==> config.mk <==
export PLATFORM = sky130hd
export DESIGN_NAME = pvfm_vertex_gen
export DESIGN_NICKNAME = d
export VERILOG_FILES = /design/src/rtl/pvfm_pkg.sv /design/src/rtl/pvfm_vertex_gen.sv
export SDC_FILE = /design/constraint.sdc
export NUM_CORES = 1
export LEC_CHECK = 0
export ABC_AREA = 1
export ABC_CLOCK_PERIOD_IN_PS = 2950
export BUFFER_PORTS_ARGS = -buffer_cell sky130_fd_sc_hd__buf_4
export CORE_MARGIN = 2
export CORE_UTILIZATION = 50
export CTS_CLUSTER_SIZE = 10
export DETAILED_ROUTE_END_ITERATION = 10
export PLACE_DENSITY = 0.85
export SLEW_MARGIN = 40
export SYNTH_ARGS = -nofsm -noshare
export SYNTH_HDL_FRONTEND = slang
export SYNTH_SLANG_ARGS = --single-unit
==> constraint.sdc <==
create_clock -name clock -period 2.95 [get_ports clock]
set_input_delay 0.1475 -clock clock [delete_from_list [all_inputs] [get_ports clock]]
set_output_delay 0.1475 -clock clock [all_outputs]
set_load 0.01 [all_outputs]
==> src/rtl/pvfm_pkg.sv <==
// shared types, constants and lookup tables of the voxel face mesher
`timescale 1ns / 1ps
package pvfm_pkg;

   localparam int NumBlockTypes = 256;
   localparam int NumSlots = 6;
   localparam int TableDepth = NumBlockTypes * NumSlots;
   localparam int TableAw = $clog2(TableDepth);

   localparam logic CMD_WRITE = 1'b0;
   localparam logic CMD_EMIT = 1'b1;

   typedef struct packed {
      logic       cmd;
      logic [2:0] face;
      logic [19:0] ao_corners;
      logic [4:0] pos_x;
      logic [4:0] pos_y;
      logic [4:0] pos_z;
      logic [2:0] direction;
      logic [1:0] rotation;
      logic [7:0] block_type;
      logic [3:0] damage;
      logic [7:0] tile_value;
   } req_type;

   typedef struct packed {
      logic [31:0] vertex_word0;
      logic [9:0]  vertex_word1;
      logic        last_vertex;
   } rsp_type;

   // cube corner of each face corner
   function automatic logic [2:0] corner_of(input logic [2:0] f, input logic [1:0] j);
      logic [11:0] row;
      case (f)
         3'd0: row = {3'd5, 3'd2, 3'd1, 3'd0};
         3'd1: row = {3'd7, 3'd4, 3'd6, 3'd3};
         3'd2: row = {3'd7, 3'd4, 3'd5, 3'd2};
         3'd3: row = {3'd6, 3'd3, 3'd1, 3'd0};
         3'd4: row = {3'd4, 3'd3, 3'd2, 3'd0};
         default: row = {3'd7, 3'd6, 3'd5, 3'd1};
      endcase
      return row[3*j +: 3];
   endfunction

   // texture slot per direction, rotation, face (packed face 0 at low bits)
   function automatic logic [2:0] slot_of(input logic [2:0] d, input logic [1:0] r,
                                          input logic [2:0] f);
      logic [17:0] row;
      logic [4:0] k;
      k = {d, r};
      case (k)
         5'd0:  row = {3'd5,3'd4,3'd3,3'd2,3'd1,3'd0};
         5'd1:  row = {3'd1,3'd0,3'd3,3'd2,3'd4,3'd5};
         5'd2:  row = {3'd0,3'd1,3'd3,3'd2,3'd5,3'd4};
         5'd3:  row = {3'd4,3'd5,3'd3,3'd2,3'd0,3'd1};
         5'd4:  row = {3'd5,3'd4,3'd2,3'd3,3'd0,3'd1};
         5'd5:  row = {3'd0,3'd1,3'd2,3'd3,3'd4,3'd5};
         5'd6:  row = {3'd1,3'd0,3'd2,3'd3,3'd5,3'd4};
         5'd7:  row = {3'd4,3'd5,3'd2,3'd3,3'd1,3'd0};
         5'd8:  row = {3'd5,3'd4,3'd1,3'd0,3'd2,3'd3};
         5'd9:  row = {3'd0,3'd1,3'd5,3'd4,3'd2,3'd3};
         5'd10: row = {3'd1,3'd0,3'd4,3'd5,3'd2,3'd3};
         5'd11: row = {3'd4,3'd5,3'd0,3'd1,3'd2,3'd3};
         5'd12: row = {3'd5,3'd4,3'd0,3'd1,3'd3,3'd2};
         5'd13: row = {3'd0,3'd1,3'd4,3'd5,3'd3,3'd2};
         5'd14: row = {3'd1,3'd0,3'd5,3'd4,3'd3,3'd2};
         5'd15: row = {3'd4,3'd5,3'd1,3'd0,3'd3,3'd2};
         5'd16: row = {3'd3,3'd2,3'd4,3'd5,3'd1,3'd0};
         5'd17: row = {3'd3,3'd2,3'd0,3'd1,3'd4,3'd5};
         5'd18: row = {3'd3,3'd2,3'd1,3'd0,3'd5,3'd4};
         5'd19: row = {3'd3,3'd2,3'd5,3'd4,3'd0,3'd1};
         5'd20: row = {3'd2,3'd3,3'd5,3'd4,3'd1,3'd0};
         5'd21: row = {3'd2,3'd3,3'd0,3'd1,3'd5,3'd4};
         5'd22: row = {3'd2,3'd3,3'd1,3'd0,3'd4,3'd5};
         5'd23: row = {3'd2,3'd3,3'd4,3'd5,3'd0,3'd1};
         default: row = '0;
      endcase
      return row[3*f +: 3];
   endfunction

   // orientation code for one face: four 2-bit codes, corner 0 at low bits
   function automatic logic [7:0] pk(input logic [1:0] a, input logic [1:0] b,
                                     input logic [1:0] c, input logic [1:0] e);
      return {e, c, b, a};
   endfunction

   function automatic logic [7:0] orient_row(input logic [2:0] d, input logic [1:0] r,
                                             input logic [2:0] f);
      logic [7:0] c0123, c1032, c2031, c0213, c1302, c2301, c3210, c3120;
      logic [7:0] row [6];
      logic [4:0] k;
      c0123 = pk(2'd0, 2'd1, 2'd2, 2'd3); c1032 = pk(2'd1, 2'd0, 2'd3, 2'd2);
      c2031 = pk(2'd2, 2'd0, 2'd3, 2'd1); c0213 = pk(2'd0, 2'd2, 2'd1, 2'd3);
      c1302 = pk(2'd1, 2'd3, 2'd0, 2'd2); c2301 = pk(2'd2, 2'd3, 2'd0, 2'd1);
      c3210 = pk(2'd3, 2'd2, 2'd1, 2'd0); c3120 = pk(2'd3, 2'd1, 2'd2, 2'd0);
      k = {d, r};
      row = '{c0123, c0123, c0123, c0123, c0123, c0123};
      case (k)
         5'd0:  row = '{c0123,c1032,c2031,c0213,c0213,c1302};
         5'd1:  row = '{c1032,c0123,c0123,c2301,c1302,c0213};
         5'd2:  row = '{c1032,c0123,c3210,c1032,c1302,c0213};
         5'd3:  row = '{c0123,c1032,c1302,c3120,c0213,c1302};
         5'd4:  row = '{c3210,c2301,c1302,c3120,c3120,c2031};
         5'd5:  row = '{c2301,c3210,c3210,c1032,c2031,c3120};
         5'd6:  row = '{c2301,c3210,c0123,c2301,c2031,c3120};
         5'd7:  row = '{c3210,c2301,c2031,c0213,c3120,c2031};
         5'd8:  row = '{c1302,c3120,c0123,c1032,c1032,c0123};
         5'd9:  row = '{c3210,c1032,c1032,c0123,c0123,c1032};
         5'd10: row = '{c0123,c2301,c1032,c0123,c0123,c1032};
         5'd11: row = '{c2031,c0213,c0123,c1032,c1032,c0123};
         5'd12: row = '{c2031,c0213,c3210,c2301,c2301,c3210};
         5'd13: row = '{c3210,c1032,c2301,c3210,c3210,c2301};
         5'd14: row = '{c0123,c2301,c0123,c3210,c3210,c2301};
         5'd15: row = '{c1302,c3120,c3210,c2301,c2301,c3210};
         5'd16: row = '{c2031,c3120,c3120,c2031,c2031,c0213};
         5'd17: row = '{c3120,c2031,c2031,c3120,c0123,c2301};
         5'd18: row = '{c3120,c2031,c2031,c3120,c3210,c1032};
         5'd19: row = '{c2031,c3120,c3120,c2031,c1302,c3120};
         5'd20: row = '{c1302,c0213,c0213,c1302,c2031,c0213};
         5'd21: row = '{c0213,c1302,c1302,c0213,c0123,c2301};
         5'd22: row = '{c0213,c1302,c1302,c0213,c3210,c1032};
         5'd23: row = '{c1302,c0213,c0213,c1302,c0213,c3120};
         default: row = '{c0123, c0123, c0123, c0123, c0123, c0123};
      endcase
      return (f < 3'd6) ? row[f] : c0123;
   endfunction

   // face corner used by vertex v, plain or flipped split; odd faces mirror
   function automatic logic [1:0] split_corner(input logic odd, input logic flip,
                                               input logic [2:0] v);
      logic [11:0] row;
      case ({flip, odd})
         2'b00: row = {2'd3, 2'd1, 2'd0, 2'd2, 2'd3, 2'd0};
         2'b01: row = {2'd3, 2'd2, 2'd0, 2'd1, 2'd3, 2'd0};
         2'b10: row = {2'd2, 2'd3, 2'd1, 2'd2, 2'd1, 2'd0};
         default: row = {2'd1, 2'd3, 2'd2, 2'd1, 2'd2, 2'd0};
      endcase
      return row[2*v +: 2];
   endfunction

endpackage

==> src/rtl/pvfm_vertex_gen.sv <==
// sequences the six vertices of one face and packs them
`timescale 1ns / 1ps
module pvfm_vertex_gen (
   input  logic                 clock,
   input  logic                 reset,
   input  logic                 start,
   input  pvfm_pkg::req_type    face_req,
   input  logic [7:0]           tile,
   output logic                 busy,
   output logic                 rsp_valid,
   input  logic                 rsp_ready,
   output pvfm_pkg::rsp_type    rsp_data
);

   logic                 active_ff, active_in;
   logic [2:0]           vtx_ff, vtx_in;
   logic                 flip_ff, flip_in;
   logic [7:0]           orient_ff, orient_in;
   pvfm_pkg::req_type    req_ff, req_in;
   logic [7:0]           tile_ff, tile_in;
   logic                 ovalid_ff, ovalid_in;
   pvfm_pkg::rsp_type    odata_ff, odata_in;

   logic [5:0] sum03, sum12;
   logic [1:0] j;
   logic [1:0] code;
   logic [4:0] aoj;
   logic [31:0] w0;
   logic [4:0] tu, tv;
   logic       advance;
   logic       out_free;

   assign out_free = !ovalid_ff || rsp_ready;
   assign advance = active_ff && out_free;
   assign busy = active_ff && !(advance && vtx_ff == 3'd5);

   // tile arrives in the cycle after start, from the registered memory read
   logic load_ff;

   always_comb begin
      sum03 = {1'b0, face_req.ao_corners[4:0]} + {1'b0, face_req.ao_corners[19:15]};
      sum12 = {1'b0, face_req.ao_corners[9:5]} + {1'b0, face_req.ao_corners[14:10]};
      j = pvfm_pkg::split_corner(req_ff.face[0], flip_ff, vtx_ff);
      code = orient_ff[2*j +: 2];
      aoj = req_ff.ao_corners[5*j +: 5];
      w0 = {29'd0, req_ff.face}
         + {26'd0, pvfm_pkg::corner_of(req_ff.face, j), 3'd0}
         + {20'd0, req_ff.pos_x, 7'd0}
         + {15'd0, req_ff.pos_y, 12'd0}
         + {10'd0, req_ff.pos_z, 17'd0}
         + {5'd0, aoj, 22'd0}
         + {({1'b0, req_ff.damage} + {4'd0, code[0]}), 27'd0}
         + {code[1], 31'd0};
      tu = {1'b0, tile_ff[3:0]} + {4'd0, code[0]};
      tv = {1'b0, tile_ff[7:4]} + {4'd0, code[1]};

      active_in = active_ff;
      vtx_in = vtx_ff;
      flip_in = flip_ff;
      orient_in = orient_ff;
      req_in = req_ff;
      tile_in = load_ff ? tile : tile_ff;
      ovalid_in = ovalid_ff && !rsp_ready;
      odata_in = odata_ff;
      if (advance) begin
         ovalid_in = 1'b1;
         odata_in.vertex_word0 = w0;
         odata_in.vertex_word1 = {tv, tu};
         odata_in.last_vertex = (vtx_ff == 3'd5);
         vtx_in = vtx_ff + 3'd1;
         if (vtx_ff == 3'd5) begin
            active_in = 1'b0;
         end
      end
      if (start) begin
         req_in = face_req;
         flip_in = sum03 > sum12;
         orient_in = pvfm_pkg::orient_row(face_req.direction, face_req.rotation,
                                          face_req.face);
         vtx_in = 3'd0;
      end
   end

   // start loads; via pend_ff it sets active_ff, and generation begins once the tile is in
   logic pend_ff;

   always_ff @(posedge clock) begin
      if (reset) begin
         active_ff <= 1'b0;
         ovalid_ff <= 1'b0;
         load_ff <= 1'b0;
         pend_ff <= 1'b0;
      end else begin
         ovalid_ff <= ovalid_in;
         load_ff <= start;
         pend_ff <= start;
         active_ff <= pend_ff ? 1'b1 : active_in;
      end
      vtx_ff <= vtx_in;
      flip_ff <= flip_in;
      orient_ff <= orient_in;
      req_ff <= req_in;
      tile_ff <= tile_in;
      odata_ff <= odata_in;
   end

   assign rsp_valid = ovalid_ff;
   assign rsp_data = odata_ff;

endmodule

## Word-level counts from Yosys, hierarchy flattened

Memory sizes are Yosys's and may differ from the RTL's.
Cells that the tools add are included.
Widths: inputs -> output; s select.

| operators by class | value |
|---|---|
| reductions and logical operators | 13 |
| $lt $le $gt $ge | 3 |
| multipliers | 2 |
| shift-type cells | 4 |
| eq/ne operators | 7 |
| bitwise logic cells | 1 |
| mux-type cells | 10 |
| $add $sub $neg | 13 |

Operator list:

| cell | count |
|---|---|
| $pmux 11 s5 | 1 |
| $mux 48 | 1 |
| $pmux 12 s3 | 1 |
| $add 28x32->32 | 1 |
| $add 32x32->32 | 1 |
| $add 23x27->28 | 1 |
| $bmux 8 s3 | 1 |
| $add 18x22->23 | 1 |
| $shiftx 20x6->5 | 1 |
| $add 13x17->18 | 1 |
| $mux 8 | 2 |
| $add 4x1->5 | 3 |
| $add 7x12->13 | 1 |
| $add 5x5->6 | 2 |
| $shiftx 12x5->2 | 1 |
| $shiftx 12x5->3 | 1 |
| $shiftx 8x4->2 | 1 |
| $add 3x6->7 | 1 |
| $eq 3x2->1 const B | 2 |
| $eq 3x3->1 const B | 2 |
| $gt 6x6->1 | 1 |
| $mul 3x2->5 const A | 1 |
| $ge 4x4->1 const B | 1 |
| $logic_and 1x1->1 | 4 |
| other kinds (14) | 20 |

| word-level totals | value |
|---|---|
| input port bits | 76 |
| memory bits (read-only) | 1536 |
| bits in registers | 108 |
| logic and storage cells | 70 |
| memories | 1 |
| output and inout port bits | 45 |

Memories:

| name | words | bits a word | rd ports | clocked after memory_dff | wr ports | line | text |
|---|---|---|---|---|---|---|---|
| (no name shown) | 32 | 48 | 1 | 0 | 0 | pvfm_pkg.sv:100 | `case (k)` |

## Logic depth before layout (Yosys ltp)

| logic depth | value |
|---|---|
| word-level depth | 12 |
| depth in mapped cells | 16 |
| depth with buffers taken out | 15 |

## Worst setup path after synthesis

No wires, ideal clock.

| timing path | value |
|---|---|
| path kind | flip-flop to flip-flop |
| from | reg req_ff[60] in the netlist's numbering |
| to | reg odata_ff (netlist bit rsp_data[42]) (data pin) |
| required time | 2.697 ns |
| arrival time | 1.929 ns |
| stages on the path, launching flop included | 16 |
| path buffers | 1 |
| path slack | 0.768 ns |
| clock period less this slack | 2.182 ns |
| setup time | 0.253 ns |
| cell sequence | edfxtp_1 -> nor2_1 -> nor2_2 -> nand2_1 -> nand3_2 -> nand2_4 -> buf_6 -> nand2_1 -> o211ai_1 -> nand2_1 -> ha_1 -> ha_1 -> nand3_1 -> inv_1 -> nand3_1 -> nand2_1 |

| on the way | value |
|---|---|
| longest elaborated chain between the ends | 12 |
| elaborated cells between the ends (all ways) | 24 |
| those cells by class | add/sub (8); mul (2); eq/ne (6); shift (4); mux (2); reduce/logical (2) |

RTL lines:

| item | line | text |
|---|---|---|
| from (decl) | pvfm_vertex_gen.sv:19 | `pvfm_pkg::req_type req_ff, req_in;` |
| from (signal assigned) | pvfm_vertex_gen.sv:102 | `req_ff <= req_in;` |
| $eq 2x2->1, or another cell as far along | pvfm_pkg.sv:134 | `case ({flip, odd})` |
| $pmux 12 s3 | pvfm_pkg.sv:134 |  |
| $shiftx 12x5->2 | pvfm_pkg.sv:140 | `return row[2*v +: 2];` |
| $mul 2x2->4 | pvfm_pkg.sv:44 | `return row[3*j +: 3];` |
| $shiftx 12x5->3 | pvfm_pkg.sv:44 |  |
| $add 3x6->7 | pvfm_vertex_gen.sv:47 | `+ {26'd0, pvfm_pkg::corner_of(req_ff.face, j), 3'd0}` |
| $add 7x12->13 | pvfm_vertex_gen.sv:48 | `+ {20'd0, req_ff.pos_x, 7'd0}` |
| $add 13x17->18 | pvfm_vertex_gen.sv:49 | `+ {15'd0, req_ff.pos_y, 12'd0}` |
| $add 18x22->23 | pvfm_vertex_gen.sv:50 | `+ {10'd0, req_ff.pos_z, 17'd0}` |
| $add 23x27->28 | pvfm_vertex_gen.sv:51 | `+ {5'd0, aoj, 22'd0}` |
| $add 28x32->32 | pvfm_vertex_gen.sv:52 | `+ {({1'b0, req_ff.damage} + {4'd0, code[0]}), 27'd0}` |
| $add 32x32->32 * | pvfm_vertex_gen.sv:53 | `+ {code[1], 31'd0};` |
| via w0[31] | pvfm_vertex_gen.sv:28 | `logic [31:0] w0;` |
| to (signal assigned) | pvfm_vertex_gen.sv:104 | `odata_ff <= odata_in;` |
| to (decl) | pvfm_vertex_gen.sv:22 | `pvfm_pkg::rsp_type odata_ff, odata_in;` |

Mark *: on every way through the listed nets, which the timed path passes. The rest lies on a longest branch.
A chain may end at the register's enable or synchronous reset.

## Final worst setup path

Ends and elaborated chain as after synthesis.

==> key figures <==
Drt
  – Pre-antenna DRT Iters: 5
  – Initial DRC Count: 337
  – Total number of vias: 4084
  – DRC Markers: 0
  – Routed len/inst: 17.1 µm
  – Antenna Violating Nets Remaining: 0
  – WL final: 13000 µm
  – Via density per instance: 5.38

GRT
  – Antenna violations before repair: 0
  – GRT overflow: 0
  – Vias in the first global route: 4004
  – Largest net degree at the start of global routing: 53
  – First-pass GRT wire length: 20300 µm
  – GRT Resource Usage Total: 23.8%

Placed design
  – Post-DP HPWL: 8040 µm
  – DP Worst Slack: 0.281 ns
  – Buffers added on ports: 102
  – Routability cong.: 0.894
  – Placed cell areas: 0.00599 mm²

Cells and area
  – NumNets Final: 729
  – Design area: 0.00669 mm²
  – Seq. cell area: 0.00315 mm²
  – Layout cells sized above 1: 20.6%
  – FILL cells: 658
  – Multi-input gate area: 0.00169 mm²
  – Ant. Diodes: 0
  – Layout overhead on the synthesized area: 30.4%

Synth
  – Synth cell types: 35
  – Sequential-to-total area share from yosys stat: 61.5%
  – Post-synthesis instance total: 470
  – Syn Nets: 578
  – Ys async rst share: 0%
  – Most frequent cell after synthesis: edfxtp_1
  – Synth top area share: 59.1%
  – YS warnings: 0
  – EDFF count, synth: 101
  – Post-Syn Area: 0.00513 mm²
  – Main synth FF type: edfxtp_1
  – Commonest cells post-synth: edfxtp_1, nand2_1, inv_1
  – Area contributors post-synth: edfxtp_1, ha_1, nand2_1
  – Seq cells post-synth: 107
  – Avg Inst Size Synth: 10.9 µm²
  – Synth area leader: edfxtp_1

STA
  – RSZ-0062 raised after global routing: no
  – Final Slew Violations: 0
  – Final setup TNS: 0 ns
  – Fin crit share: 91.9%
  – Tmin final: 2.71 ns
  – PnR worst setup slack: 0.238 ns
  – F_max: 369 MHz
  – Fin. Hold Viols: 0
  – Tightest Pin Transition: 0.686 ns
  – Worst Skew: 0.0268 ns
  – # setup viols final: 0
  – Max_slew headroom: 54.3%

Critical path
  – Cell count of the worst reg-to-reg path: 14
  – RR Startpoint: req_ff[60]$_DFFE_PP_
  – Setup crit end kind: flip-flop
  – Worst path arrival time: 2.85 ns
  – Setup crit start kind: flip-flop
  – R2r setup slk: 0.24 ns
  – WS Path Type: reg -> reg
  – WP data required: 3.09 ns
  – Crit path max fanout: 28
  – Reg-to-reg critical path endpoint: rsp_data[42]$_DFFE_PP_

Floorplan
  – DIE HEIGHT: 105 µm
  – Num ports: 121
  – Rows: 36
  – Die Width: 105 µm
  – Core area: 0.00986 mm²
  – Initial Util: 52.0%
  – Die area: 0.0111 mm²

Power and ir drop
  – Leak: 2.92 nW
  – Clock group share of total power: 27.1%
  – Sw frac: 28.3%
  – Worst vdd ir: 0.000272 V
  – Cell internal pwr: 2.52 mW
  – Sequential Power Share: 53.1%
  – Pwr dens: 526 mW/mm²
  – Logic pwr share: 19.8%
  – Sw Pwr: 0.994 mW
  – Tot Pwr: 3.52 mW

Worst hold path
  – Hold Path Stages: 1
  – Hold WC Path Type: in -> reg
  – Hold Crit Endpoint: req_ff[62]$_DFFE_PP_
  – Min-delay src: face_req[62]

Job
  – Max_cap viols: 0

CTS
  – CTS H-Tree Depth: 3
  – CTS Buf Count: 9
  – CTS root buf: clkbuf_8
  – Worst-Skew Late Latency: 0.39 ns
  – CTS tree: yes
  – Clock-pin transition on the worst setup and hold timing paths: 0.10 ns
  – CTS Sinks: 107
  – Clock buffer depth: 2

Run status
  – Status: complete, no violations
==> worst max path at each step <==
stage,cells past startpoint,end,from
finish,14,rsp_data[42]$_DFFE_PP_,req_ff[60]$_DFFE_PP_
floorplan,15,rsp_data[42]$_DFFE_PP_,req_ff[60]$_DFFE_PP_
global route,15,rsp_data[42]$_DFFE_PP_,req_ff[60]$_DFFE_PP_
global placement,14,rsp_data[42]$_DFFE_PP_,req_ff[60]$_DFFE_PP_
detailed placement,14,rsp_data[42]$_DFFE_PP_,req_ff[60]$_DFFE_PP_
CTS,14,rsp_data[42]$_DFFE_PP_,req_ff[60]$_DFFE_PP_
==> metal layers <==
metal  GRT usage (%)  part of all wire (%)
met5               0                     0
met4            11.3                   4.1
met3            4.70                   7.2
met2            42.5                    51
met1            27.2                    38
==> layout make-up <==
cell class              count  share of cell area [%]
flip-flops and latches    107                    47.1
multi-input cells         296                    25.2
repair buffers            152                    18.9
inverters                  55                    3.09
well taps                 133                    2.49
clock buffers               9                    1.85
clock inverters             7                    1.37
==> cells in the final DEF (no fill, tap or decap), types with 2 or more instances in the layout <==
cell type | Yosys | routed
buf_4 | 3 | 104
edfxtp_1 | 101 | 101
nand2_1 | 83 | 83
inv_1 | 51 | 50
nand3_1 | 50 | 50
dlygate4sd3_1 | 0 | 48
nor2_1 | 36 | 36
a21oi_1 | 30 | 30
ha_1 | 30 | 30
o21ai_0 | 17 | 17
o21ai_1 | 11 | 11
xor2_1 | 10 | 10
clkbuf_8 | 0 | 9
dfxtp_1 | 6 | 6
o211ai_1 | 5 | 5
inv_2 | 4 | 4
nand4_1 | 3 | 3
a31oi_1 | 3 | 3
nand2_2 | 2 | 2
xnor2_1 | 2 | 2
a21o_1 | 2 | 2
fa_1 | 2 | 2
inv_8 | 0 | 2
==> flip-flops by register name, summed over array words and instances, names as in the netlist, 3 cells and up <==
register,flops
tile_ff,8
vtx_ff,3
rsp_data,42
orient_ff,8
req_ff,42
==> power groups by stage <==
| stage | registers, mW | logic, mW | clock network, mW |
|---|---|---|---|
| 2_1_floorplan | 1.90 | 0.354 | 0 |
| 3_5_place_dp | 1.89 | 0.608 | 0 |
| 5_1_grt | 1.88 | 0.767 | 1.00 |
| 4_1_cts | 1.86 | 0.668 | 0.936 |
| 3_3_place_gp | 1.89 | 0.573 | 0 |
| 6_report | 1.87 | 0.695 | 0.954 |
==> stage by stage <==
stage	std cells	util, %	hold WS, ns
after global placement	694	60.7	0.322
final	759	67.8	0.0274
after CTS	758	67.7	0.0279
after global routing	759	67.8	0.0233
after detailed placement	694	60.7	0.327
after floorplan	470	-	0.217
==> cell families after synthesis <==
| group | Yosys count | synth area share [%] |
|---|---|---|
| other | 1 | 0.0731 |
| AND/OR/NAND/NOR | 180 | 15.2 |
| flip-flops | 107 | 61.5 |
| buffers and inverters | 67 | 5.64 |
| AO/OA/AOI/OAI | 71 | 7.51 |
| XOR/XNOR | 12 | 2.05 |
| adder cells (fa/ha/maj) | 32 | 8.10 |
==> worst max-delay path, cell delays in order, from the launching register on <==
cell	delay [ns]
edfxtp_1	0.52
nor2_1	0.21
nor2_2	0.07
nand2_1	0.08
nand3_2	0.12
nand2_4	0.26
inv_2	0.14
o211ai_1	0.18
nand2_1	0.12
ha_1	0.24
ha_1	0.23
nand3_1	0.13
inv_1	0.05
nand3_1	0.07
nand2_1	0.05
==> timing repair <==
action                                  in CTS  in global routing
buffers inserted                             0                  1
hold buffers                                48                  0
endpoints found under the setup margin       0                  1
gates resized for setup                      0                  0
endpoints found under the hold margin       50                  0
Power figures use the tool's default switching activity.
